===== src/rtl/vn_pkg.sv =====
package vn_pkg;

  // default component width and fraction bits
  localparam int COMP_WIDTH_DEF = 16;
  localparam int FRAC_BITS_DEF  = 14;

  // number of vector components
  localparam int LANES = 3;

endpackage


===== src/rtl/vn_prep.sv =====
module vn_prep
  import vn_pkg::*;
#(
  parameter int COMP_WIDTH = COMP_WIDTH_DEF,
  parameter int FRAC_BITS  = FRAC_BITS_DEF,
  localparam int SW = 2 * COMP_WIDTH,
  localparam int YW = 2 * COMP_WIDTH + 2 * FRAC_BITS + 6
) (
  input  logic                                clk,
  input  logic                                rst,
  input  logic                                en,
  input  logic                                valid_i,
  input  logic [LANES-1:0][COMP_WIDTH-1:0]    comp_i,
  output logic                                valid_o,
  output logic [SW-1:0]                       s_o,
  output logic [LANES-1:0][YW-1:0]            r_o,
  output logic [LANES-1:0]                    neg_o,
  output logic                                zero_o
);

  logic                             v1;
  logic [LANES-1:0][SW-1:0]         sq;
  logic [LANES-1:0]                 neg1;
  logic [LANES-1:0][COMP_WIDTH-1:0] mag;
  logic [SW-1:0]                    s_sum;

  // magnitudes of the components
  always_comb begin
    for (int l = 0; l < LANES; l++) begin
      mag[l] = comp_i[l][COMP_WIDTH-1] ? (~comp_i[l] + 1'b1) : comp_i[l];
    end
  end

  // stage one: squares
  always_ff @(posedge clk) begin
    if (rst) begin
      v1 <= 1'b0;
    end else if (en) begin
      v1 <= valid_i;
    end
  end

  always_ff @(posedge clk) begin
    if (en) begin
      for (int l = 0; l < LANES; l++) begin
        sq[l]   <= SW'(mag[l]) * SW'(mag[l]);
        neg1[l] <= comp_i[l][COMP_WIDTH-1];
      end
    end
  end

  assign s_sum = sq[0] + sq[1] + sq[2];

  // stage two: sum of squares and per-lane bounds
  always_ff @(posedge clk) begin
    if (rst) begin
      valid_o <= 1'b0;
    end else if (en) begin
      valid_o <= v1;
    end
  end

  always_ff @(posedge clk) begin
    if (en) begin
      s_o    <= s_sum;
      zero_o <= (s_sum == '0);
      neg_o  <= neg1;
      for (int l = 0; l < LANES; l++) begin
        r_o[l] <= YW'(sq[l]) << (2 * FRAC_BITS + 2);
      end
    end
  end

endmodule


===== config.mk =====
export PLATFORM = sky130hd
export DESIGN_NAME = vn_prep
export DESIGN_NICKNAME = d
export VERILOG_FILES = /design/src/rtl/vn_pkg.sv /design/src/rtl/vn_prep.sv
export SDC_FILE = /design/constraint.sdc
export NUM_CORES = 2
export LEC_CHECK = 0
export BUFFER_PORTS_ARGS = -buffer_cell sky130_fd_sc_hd__buf_4
export CAP_MARGIN = 20
export CELL_PAD_IN_SITES_DETAIL_PLACEMENT = 0
export CELL_PAD_IN_SITES_GLOBAL_PLACEMENT = 1
export CORE_MARGIN = 8
export CORE_UTILIZATION = 53
export DETAILED_ROUTE_END_ITERATION = 12
export GPL_ROUTABILITY_DRIVEN = 0
export MAX_ROUTING_LAYER = met4
export PLACE_DENSITY_LB_ADDON = 0.05
export SYNTH_ARGS = -nofsm -noshare
export SYNTH_HDL_FRONTEND = slang
export SYNTH_SLANG_ARGS = --single-unit

===== constraint.sdc =====
create_clock -name clk -period 14.26 [get_ports clk]
set_input_delay 0.713 -clock clk [delete_from_list [all_inputs] [get_ports clk]]
set_output_delay 0.713 -clock clk [all_outputs]
set_load 0.02 [all_outputs]

==> results.ini <==
[logic_synthesis]
yosys_warnings=0
ys_seq_elements=227
synth.avg_cell_area_um2=10.2
yosysTopAreaCell=fa_1
yosysMostFrequentCell=inv_1
asyncSetResetFlopFracSynth_pct=0
synthDistinctLibCells=71
synth_flop_cell=edfxtp_1
synthCells=3075
syn_area_um2=31400
yosysTopAreaCellShare_pct=33.2
synthTopCellsByCount=inv_1, fa_1, ha_1
synth_area_leaders=fa_1, edfxtp_1, ha_1
synth_edf_count=225
yosysSeqAreaShare_pct=21.6

[cells_and_area]
nets=4193
finalInstanceArea_um2=34400
drive_gt1_share_pct=7.95
finalNonFillerCells=4095
syn2layout_area_growth_pct=9.39
n_fill_cell=5173

[clock_tree]
clock_sinks=227
htree_levels=1
cts_resized=0
cts_buffers=26
cts_buffer_depth=3
ctsRootBufferMaster=clkbuf_16
cts_hold_buf=0
insertion_delay_ns=0.55
path_clk_slew_ns=0.06
post_cts_buffers=0
cts_tree=yes

[critical_path]
end_kind=register
slowest_delay_ns=0.67
rr_worst_depth=12
cp.arrival_ns=10.05
worstSetupPathType=input pin to register
start_kind=input pin
path_max_fanout=14
cp_slowest_cell=o41ai_1
cp_data_required_time_ns=14.55

[detailed_routing]
routed_wl_um=76500
firstDrtPassIters=5
drt_iter0_markers=1190
drc_errors=0
ant_nets=0
viasPerCell=5.26
wl_per_cell_um=18.7
route.vias.total=21500

[die]
start_util_pct=53.4
die_h_um=259
dieArea_um2=67300
io_pins=287
core_area_um2=58800
num_rows=89
die_width_um=259

[sta]
worst_slew_pin_slew_ns=1.09
fin_crit_sh_pct=68.5
fmaxAchievable_mhz=102
timing.final.ws_setup_ns=4.49
skew_ns=0.0143
setup_viol=0
max_slew_margin_pct=26.9
hold_viol_final=0
drv_slew=0
min_period_ns=9.77
tns_ns=0
rsz0062_at_grt=false

[placement]
postPlaceCellArea_um2=33500
dp.final_hpwl_um=66100
placed_cells=4047
io_buffers=181
post-place-ws_ns=4.00

[global_route]
antenna_found_initial=2
gr-usage-all-layers_pct=23.5
grt_pass1_wl_um=122000
grt_remaining_overflow=0
grt_pass1_vias=22800
grt_start_max_net_pins=97

[flow_run]
max-cap-violations=0

[worst_hold_path]
hold_depth=2
hold_class=input pin to register

[status]
status=completed

## worst max-delay path, delay by kind of cell
| kind | cells | cell delay (ns) |
|---|---|---|
| AO/OA/AOI/OAI | 9 | 2.54 |
| adder cells (fa/ha/maj) | 8 | 3.57 |
| XOR/XNOR | 2 | 0.64 |
| buffers and inverters | 8 | 1.21 |
| AND/OR/NAND/NOR | 4 | 1.38 |
## worst paths after layout
kind                                         from                    to  slack [ns]
worst max-delay path                    comp_i[0]      sq[29]$_DFFE_PP_        4.49
worst min register to register  neg1[0]$_DFFE_PP_    neg_o[0]$_DFFE_PP_        0.43
worst max register to register    sq[6]$_DFFE_PP_      zero_o$_DFFE_PP_        9.33
worst min-delay path                          rst  valid_o$_SDFFE_PP0P_        0.34
## per-layer routing
metal  global-route usage (%)  vias to the layer above  part of all wire [%]
met5                        -                        -                     0
met4                     6.73                        0                   3.4
met3                     3.58                      121                   6.7
met2                     38.9                      661                    49
met1                     30.0                    10800                    41
li1                         -                     9940                     -
## flip-flops by register name, indices dropped and copies added (netlist names)
| register | flops |
|---|---|
| neg1 | 3 |
| neg_o | 3 |
| r_o | 93 |
| s_o | 32 |
| sq | 93 |
| v1 | 1 |
| valid_o | 1 |
| zero_o | 1 |
## cell usage in the layout, fill, tap and decap left out, types with 10 or more instances in the layout
| master | synthesis | layout |
|---|---|---|
| inv_1 | 686 | 686 |
| fa_1 | 521 | 521 |
| ha_1 | 318 | 318 |
| nand2_1 | 241 | 241 |
| edfxtp_1 | 225 | 225 |
| nor2_1 | 210 | 210 |
| buf_4 | 105 | 209 |
| conb_1 | 2 | 141 |
| xnor2_1 | 117 | 116 |
| a21oi_1 | 102 | 102 |
| o21ai_0 | 65 | 65 |
| xor2_1 | 54 | 54 |
| a21o_1 | 50 | 50 |
| nand3_1 | 32 | 32 |
| clkbuf_16 | 0 | 26 |
| nor3_1 | 25 | 25 |
| clkinv_1 | 20 | 21 |
| and2_1 | 18 | 18 |
| nand2b_1 | 18 | 18 |
| o21a_1 | 18 | 18 |
| o21bai_1 | 17 | 17 |
| and3_1 | 15 | 15 |
| o31ai_1 | 15 | 15 |
| nor2b_1 | 14 | 14 |
| or4_1 | 11 | 11 |
| a31oi_1 | 10 | 10 |
## layout make-up
cell class | instances | area, um2 | area share, %
flip-flops and latches | 227 | 6800 | 19.8
multi-input cells | 2130 | 21500 | 62.7
inverters | 707 | 2650 | 7.72
clock inverters | 13 | 143 | 0.415
diodes | 1 | 2.50 | 0.00728
repair buffers | 210 | 1580 | 4.61
well taps | 773 | 967 | 2.81
clock buffers | 34 | 691 | 2.01
## cell families after synthesis
kind of cell / Yosys count / synth area share, %
XOR/XNOR: 171 / 4.77
multiplexers: 5 / 0.159
AO/OA/AOI/OAI: 345 / 7.14
buffers and inverters: 857 / 11.5
other: 2 / 0.0239
AND/OR/NAND/NOR: 629 / 8.92
flip-flops: 227 / 21.6
adder cells (fa/ha/maj): 839 / 45.9
## through the flow
step,hold WS [ns],util (%)
detailed placement,0.414,57.0
global route,0.317,58.5
floorplan,0.400,-
global placement,0.405,57.0
CTS,0.304,58.5
finish,0.337,58.5
Power is not shown: default switching activity piles up to over one toggle a cycle in this logic, so the estimate is an artifact.
