`config.mk`:
```
export PLATFORM = sky130hd
export DESIGN_NAME = vn_step
export DESIGN_NICKNAME = d
export VERILOG_FILES = /design/src/rtl/vn_pkg.sv /design/src/rtl/vn_step.sv
export SDC_FILE = /design/constraint.sdc
export NUM_CORES = 2
export LEC_CHECK = 0
export BUFFER_PORTS_ARGS = -buffer_cell sky130_fd_sc_hd__buf_2
export CELL_PAD_IN_SITES_DETAIL_PLACEMENT = 1
export CELL_PAD_IN_SITES_GLOBAL_PLACEMENT = 1
export CORE_AREA = 4 4 533 535
export DETAILED_ROUTE_END_ITERATION = 6
export DIE_AREA = 0 0 537 539
export PLACE_DENSITY_LB_ADDON = 0.1
export SLEW_MARGIN = 10
export SYNTH_ARGS = -nofsm -noshare
export SYNTH_HDL_FRONTEND = slang
export SYNTH_SLANG_ARGS = --single-unit
```
`constraint.sdc`:
```
create_clock -name clk -period 11.81 [get_ports clk]
set_clock_uncertainty 0.05 [all_clocks]
set_input_delay 2.362 -clock clk [delete_from_list [all_inputs] [get_ports clk]]
set_output_delay 2.362 -clock clk [all_outputs]
set_load 0.005 [all_outputs]
```
`src/rtl/vn_pkg.sv`:
```
package vn_pkg;

  // default component width and fraction bits
  localparam int COMP_WIDTH_DEF = 16;
  localparam int FRAC_BITS_DEF  = 14;

  // number of vector components
  localparam int LANES = 3;

endpackage

```
`src/rtl/vn_step.sv`:
```
module vn_step
  import vn_pkg::*;
#(
  parameter int COMP_WIDTH = COMP_WIDTH_DEF,
  parameter int FRAC_BITS  = FRAC_BITS_DEF,
  parameter int BIT        = 0,
  localparam int SW = 2 * COMP_WIDTH,
  localparam int YW = 2 * COMP_WIDTH + 2 * FRAC_BITS + 6,
  localparam int QW = FRAC_BITS + 1
) (
  input  logic                            clk,
  input  logic                            rst,
  input  logic                            en,
  input  logic                            valid_i,
  input  logic [SW-1:0]                   s_i,
  input  logic [LANES-1:0][YW-1:0]        r_i,
  input  logic [LANES-1:0][YW-1:0]        x_i,
  input  logic [LANES-1:0][YW-1:0]        y_i,
  input  logic [LANES-1:0][QW-1:0]        q_i,
  input  logic [LANES-1:0]                neg_i,
  input  logic                            zero_i,
  output logic                            valid_o,
  output logic [SW-1:0]                   s_o,
  output logic [LANES-1:0][YW-1:0]        r_o,
  output logic [LANES-1:0][YW-1:0]        x_o,
  output logic [LANES-1:0][YW-1:0]        y_o,
  output logic [LANES-1:0][QW-1:0]        q_o,
  output logic [LANES-1:0]                neg_o,
  output logic                            zero_o
);

  logic signed [YW-1:0]      s_ext;
  logic signed [YW-1:0]      y_try [LANES];
  logic        [LANES-1:0]   take;

  assign s_ext = YW'(s_i);

  // try setting this bit: y = t*t*s, x = t*s with t = 2q-1
  always_comb begin
    for (int l = 0; l < LANES; l++) begin
      y_try[l] = $signed(y_i[l]) + ($signed(x_i[l]) <<< (BIT + 2))
               + (s_ext <<< (2 * BIT + 2));
      take[l]  = (y_try[l] <= $signed(r_i[l]));
    end
  end

  always_ff @(posedge clk) begin
    if (rst) begin
      valid_o <= 1'b0;
    end else if (en) begin
      valid_o <= valid_i;
    end
  end

  always_ff @(posedge clk) begin
    if (en) begin
      s_o    <= s_i;
      r_o    <= r_i;
      neg_o  <= neg_i;
      zero_o <= zero_i;
      for (int l = 0; l < LANES; l++) begin
        if (take[l]) begin
          y_o[l] <= y_try[l];
          x_o[l] <= $signed(x_i[l]) + (s_ext <<< (BIT + 1));
          q_o[l] <= q_i[l] | (QW'(1) << BIT);
        end else begin
          y_o[l] <= y_i[l];
          x_o[l] <= x_i[l];
          q_o[l] <= q_i[l];
        end
      end
    end
  end

endmodule

```
==> summary.md <==
| Metric | Value |
|---|---|
| Result of the run | finished clean |
| Post-CTS resize count | 0 |
| I/O Pins | 1,355 |
| DRC errors left | 0 |
| Vias | 41,500 |
| Post-synthesis xor/xnor area fraction | 0.0658 |
| Rows | 194 |
| Dpl hpwl | 231,000 µm |
| Compound-Gate Fraction of Synth Area | 0.146 |
| Fin Hold WS | 0.454 ns |
| Final worst slack | 1.39 ns |
| Chip Width | 537 µm |
| Antenna viol nets, final | 0 |
| HP Class | reg -> reg |
| Vias in the first global route | around 45,000 |
| Setup tns final | 0 ns |
| Pre-CTS setup slack | 0.244 ns |
| Layout cell share with drive strength beyond 1 | 0.304 |
| Clock Path Buffers | 4 |
| Port Buf Inserts | 1,354 |
| Post-Synthesis Cell Area | 48,600 µm² |
| Period utilization | 0.882 |
| Max FO, Critical Path | 29 |
| DIE AREA | 289,000 µm² |
| Async SR Flop Fraction | 0 |
| Routed wire per std cell | ~28 µm |
| Multiplexer share of the synthesized area | 0.0478 |
| Initial DRC count | 1,995 |
| Yosys top cell by area | edfxtp_1 |
| Nets | ~7,200 |
| Clk slew on worst S/H paths | 0.06 ns |
| Top_reg_cell synth | edfxtp_1 |
| Vias per cell | 4.29 |
| Max-cap violations | 0 |
| GP Congestion | around 0.86 |
| Fillers | roughly 32,000 |
| CP max stage delay | 0.59 ns |
| Initial core utilization | 0.174 |
| Detailed Routing Iterations Pass 1 | 5 |
| Grt total ovfl | 0 |
| F_max | 96.0 MHz |
| Die Ht | 539 µm |
| Initial antenna violation count | 137 |
| Core area | 279,000 µm² |
| Clock sinks | 676 |
| Total setup buffers inserted after CTS | 0 |
| Worst vdd ir | roughly 110 µV |
| Yosys warning count | 0 |
| Final period demand of the worst path | 10.42 ns |
| Cells after synthesis | 4,470 |
| Num CTS Buffers | about 100 |
| Gr usage total | 0.180 |
| Mean Syn Cell Area | about 11 µm² |
| Largest net degree at the start of global routing | 135 |
| Sequential area share after synthesis | 0.417 |
| Synth-to-layout area growth | 30.3% |
| Synth top area cells | edfxtp_1 (42%), ha_1 (15%), mux2_2 (4.7%), fa_1 (4.2%), xnor2_1 (4.0%) |
| Leak pwr | 27.6 nW |
| CTS tree | yes |
| Power per cell area | 171 nW/µm² |
| Worst setup SP type | input pin |
| Global-route wire length before repair | around 370,000 µm |
| WL final | around 270,000 µm |
| CP arrival | 10.95 ns |
| Largest family of logic cells by synthesized area | adder cells |
| Worst-Skew Late Latency | 0.81 ns |
| EDFF count, synth | 675 |
| Hold Violations, Final | 0 |
| Slowest-stage cell, CP | o311ai_1 |
| Hold buffers post-CTS | 0 |
| Crit. End Element | flip-flop |
| Crit Path Category | in -> reg |
| Yosys cell types | 84 |
| Most common cell in the synthesized netlist | edfxtp_1 |
| Yosys top cell area share | 0.417 |
| Final setup fails | 0 |
| Root Buffer | clkbuf_16 |
| Slew Limit Fails | 0 |
| H-tree depth | 3 |
| Worst-Margin Slew | around 1.3 ns |
| Syn nets | 5,824 |
| Simple-Gate Fraction of Synth Area | 0.101 |
| Slew headroom | 0.157 |
| RSZ-0062 raised after global routing | false |
| Worst Path Required | approximately 12 ns |
| Synth cell count leaders | edfxtp_1 (675), ha_1 (573), a21oi_1 (341), nand2_1 (309), inv_1 (306) |
| Flops & latches, synth | 676 |
| Synth Area in Adders | 0.189 |
-- worst max-delay path: cells and delay by family --
kind | cells | cell delay (ns)
muxes | 1 | 0.17
AOI/OAI and AO/OA | 10 | 3.20
buffers and inverters | 6 | 1.42
xor gates and xnor gates | 1 | 0.15
and+or+nand+nor | 11 | 2.17
adders and majority gates | 4 | 1.40
-- cell families (layout without fill, tap and decap cells) --
| kind of cell | count (synthesis) | in the layout |
|---|---|---|
| AO/OA/AOI/OAI | 1106 | 1106 |
| XOR/XNOR | 364 | 364 |
| adder cells (fa/ha/maj) | 675 | 675 |
| buffers and inverters | 423 | 1884 |
| flip-flops | 676 | 676 |
| multiplexers | 207 | 207 |
| other | 0 | 29 |
| AND/OR/NAND/NOR | 1019 | 1019 |
-- worst paths after layout --
| kind | cells past startpoint | end | slack (ns) | start |
|---|---|---|---|---|
| setup reg to reg | 2 | valid_o | 11.17 | valid_o |
| setup / recovery | 33 | x_o[51] | 1.39 | s_i[1] |
| hold reg to reg | 2 | valid_o | 0.45 | valid_o |
| hold / removal | 2 | valid_o | 0.45 | valid_o |
-- per-layer routing --
layer	GRT usage	vias to the layer above	routed length, µm
li1	-	19400	-
met1	0.211	20500	109000
met2	0.328	1234	139000
met3	0.0458	348	17600
met4	0.0403	48	6300
met5	0	-	321
-- metrics by stage --
| step | utilization | area [µm²] | total power [W] | instances |
|---|---|---|---|---|
| global placement | 0.215 | 60100 | 0.00796 | 9472 |
| global route | 0.227 | 63300 | 0.0116 | 9671 |
| CTS | 0.227 | 63300 | 0.0112 | 9655 |
| floorplan | - | 48600 | 0.00580 | 4470 |
| detailed placement | 0.215 | 60100 | 0.00795 | 9473 |
| finish | 0.227 | 63400 | 0.0109 | 9684 |
-- layout by cell type (no fill, tap or decap), types with 12 or more instances in the layout --
cell and n:
buf_2 1353, edfxtp_1 675, ha_1 573, a21oi_1 341, nand2_1 309, inv_1 306
nor2_1 240, xnor2_1 221, o21ai_0 212, a21o_1 209, mux2_2 202, xor2_1 142
nand4_1 113, clkbuf_16 105, fa_1 102, nand3_1 85, nor3_1 58, o21bai_1 52
and3_1 49, o21a_1 40, nor2b_1 38, a211oi_1 36, a31oi_1 35, buf_4 35
nand2b_1 30, diode_2 29, o31ai_1 24, o211ai_1 19, or2_2 18, clkinv_1 18
clkinv_2 17, clkinvlp_4 16, and2_1 15, and4_1 12, nor4_1 12, a21boi_0 12
-- state kept, by name (all words and copies together), names as in the netlist --
name	count
y_o	198
valid_o	1
r_o	198
neg_o	3
s_o	32
q_o	45
zero_o	1
x_o	198
-- cell type report --
class / instances / area [µm²] / share of cell area
inverters: 306 / 1150 / 0.0181
clock buffers: 119 / 2710 / 0.0428
diodes: 29 / 72.6 / 0.00115
multi-input cells: 3371 / 26800 / 0.423
flip-flops and latches: 676 / 20300 / 0.320
repair buffers: 1396 / 7190 / 0.113
well taps: 3724 / 4660 / 0.0735
clock inverters: 63 / 505 / 0.00798
-- power breakdown --
group          total [W]  switching (W)  internal (W)
combinational    0.00442        0.00270       0.00172
sequential       0.00338       0.000161       0.00322
clock            0.00307        0.00130       0.00176
No activity file was read; power rests on OpenSTA's default activity.
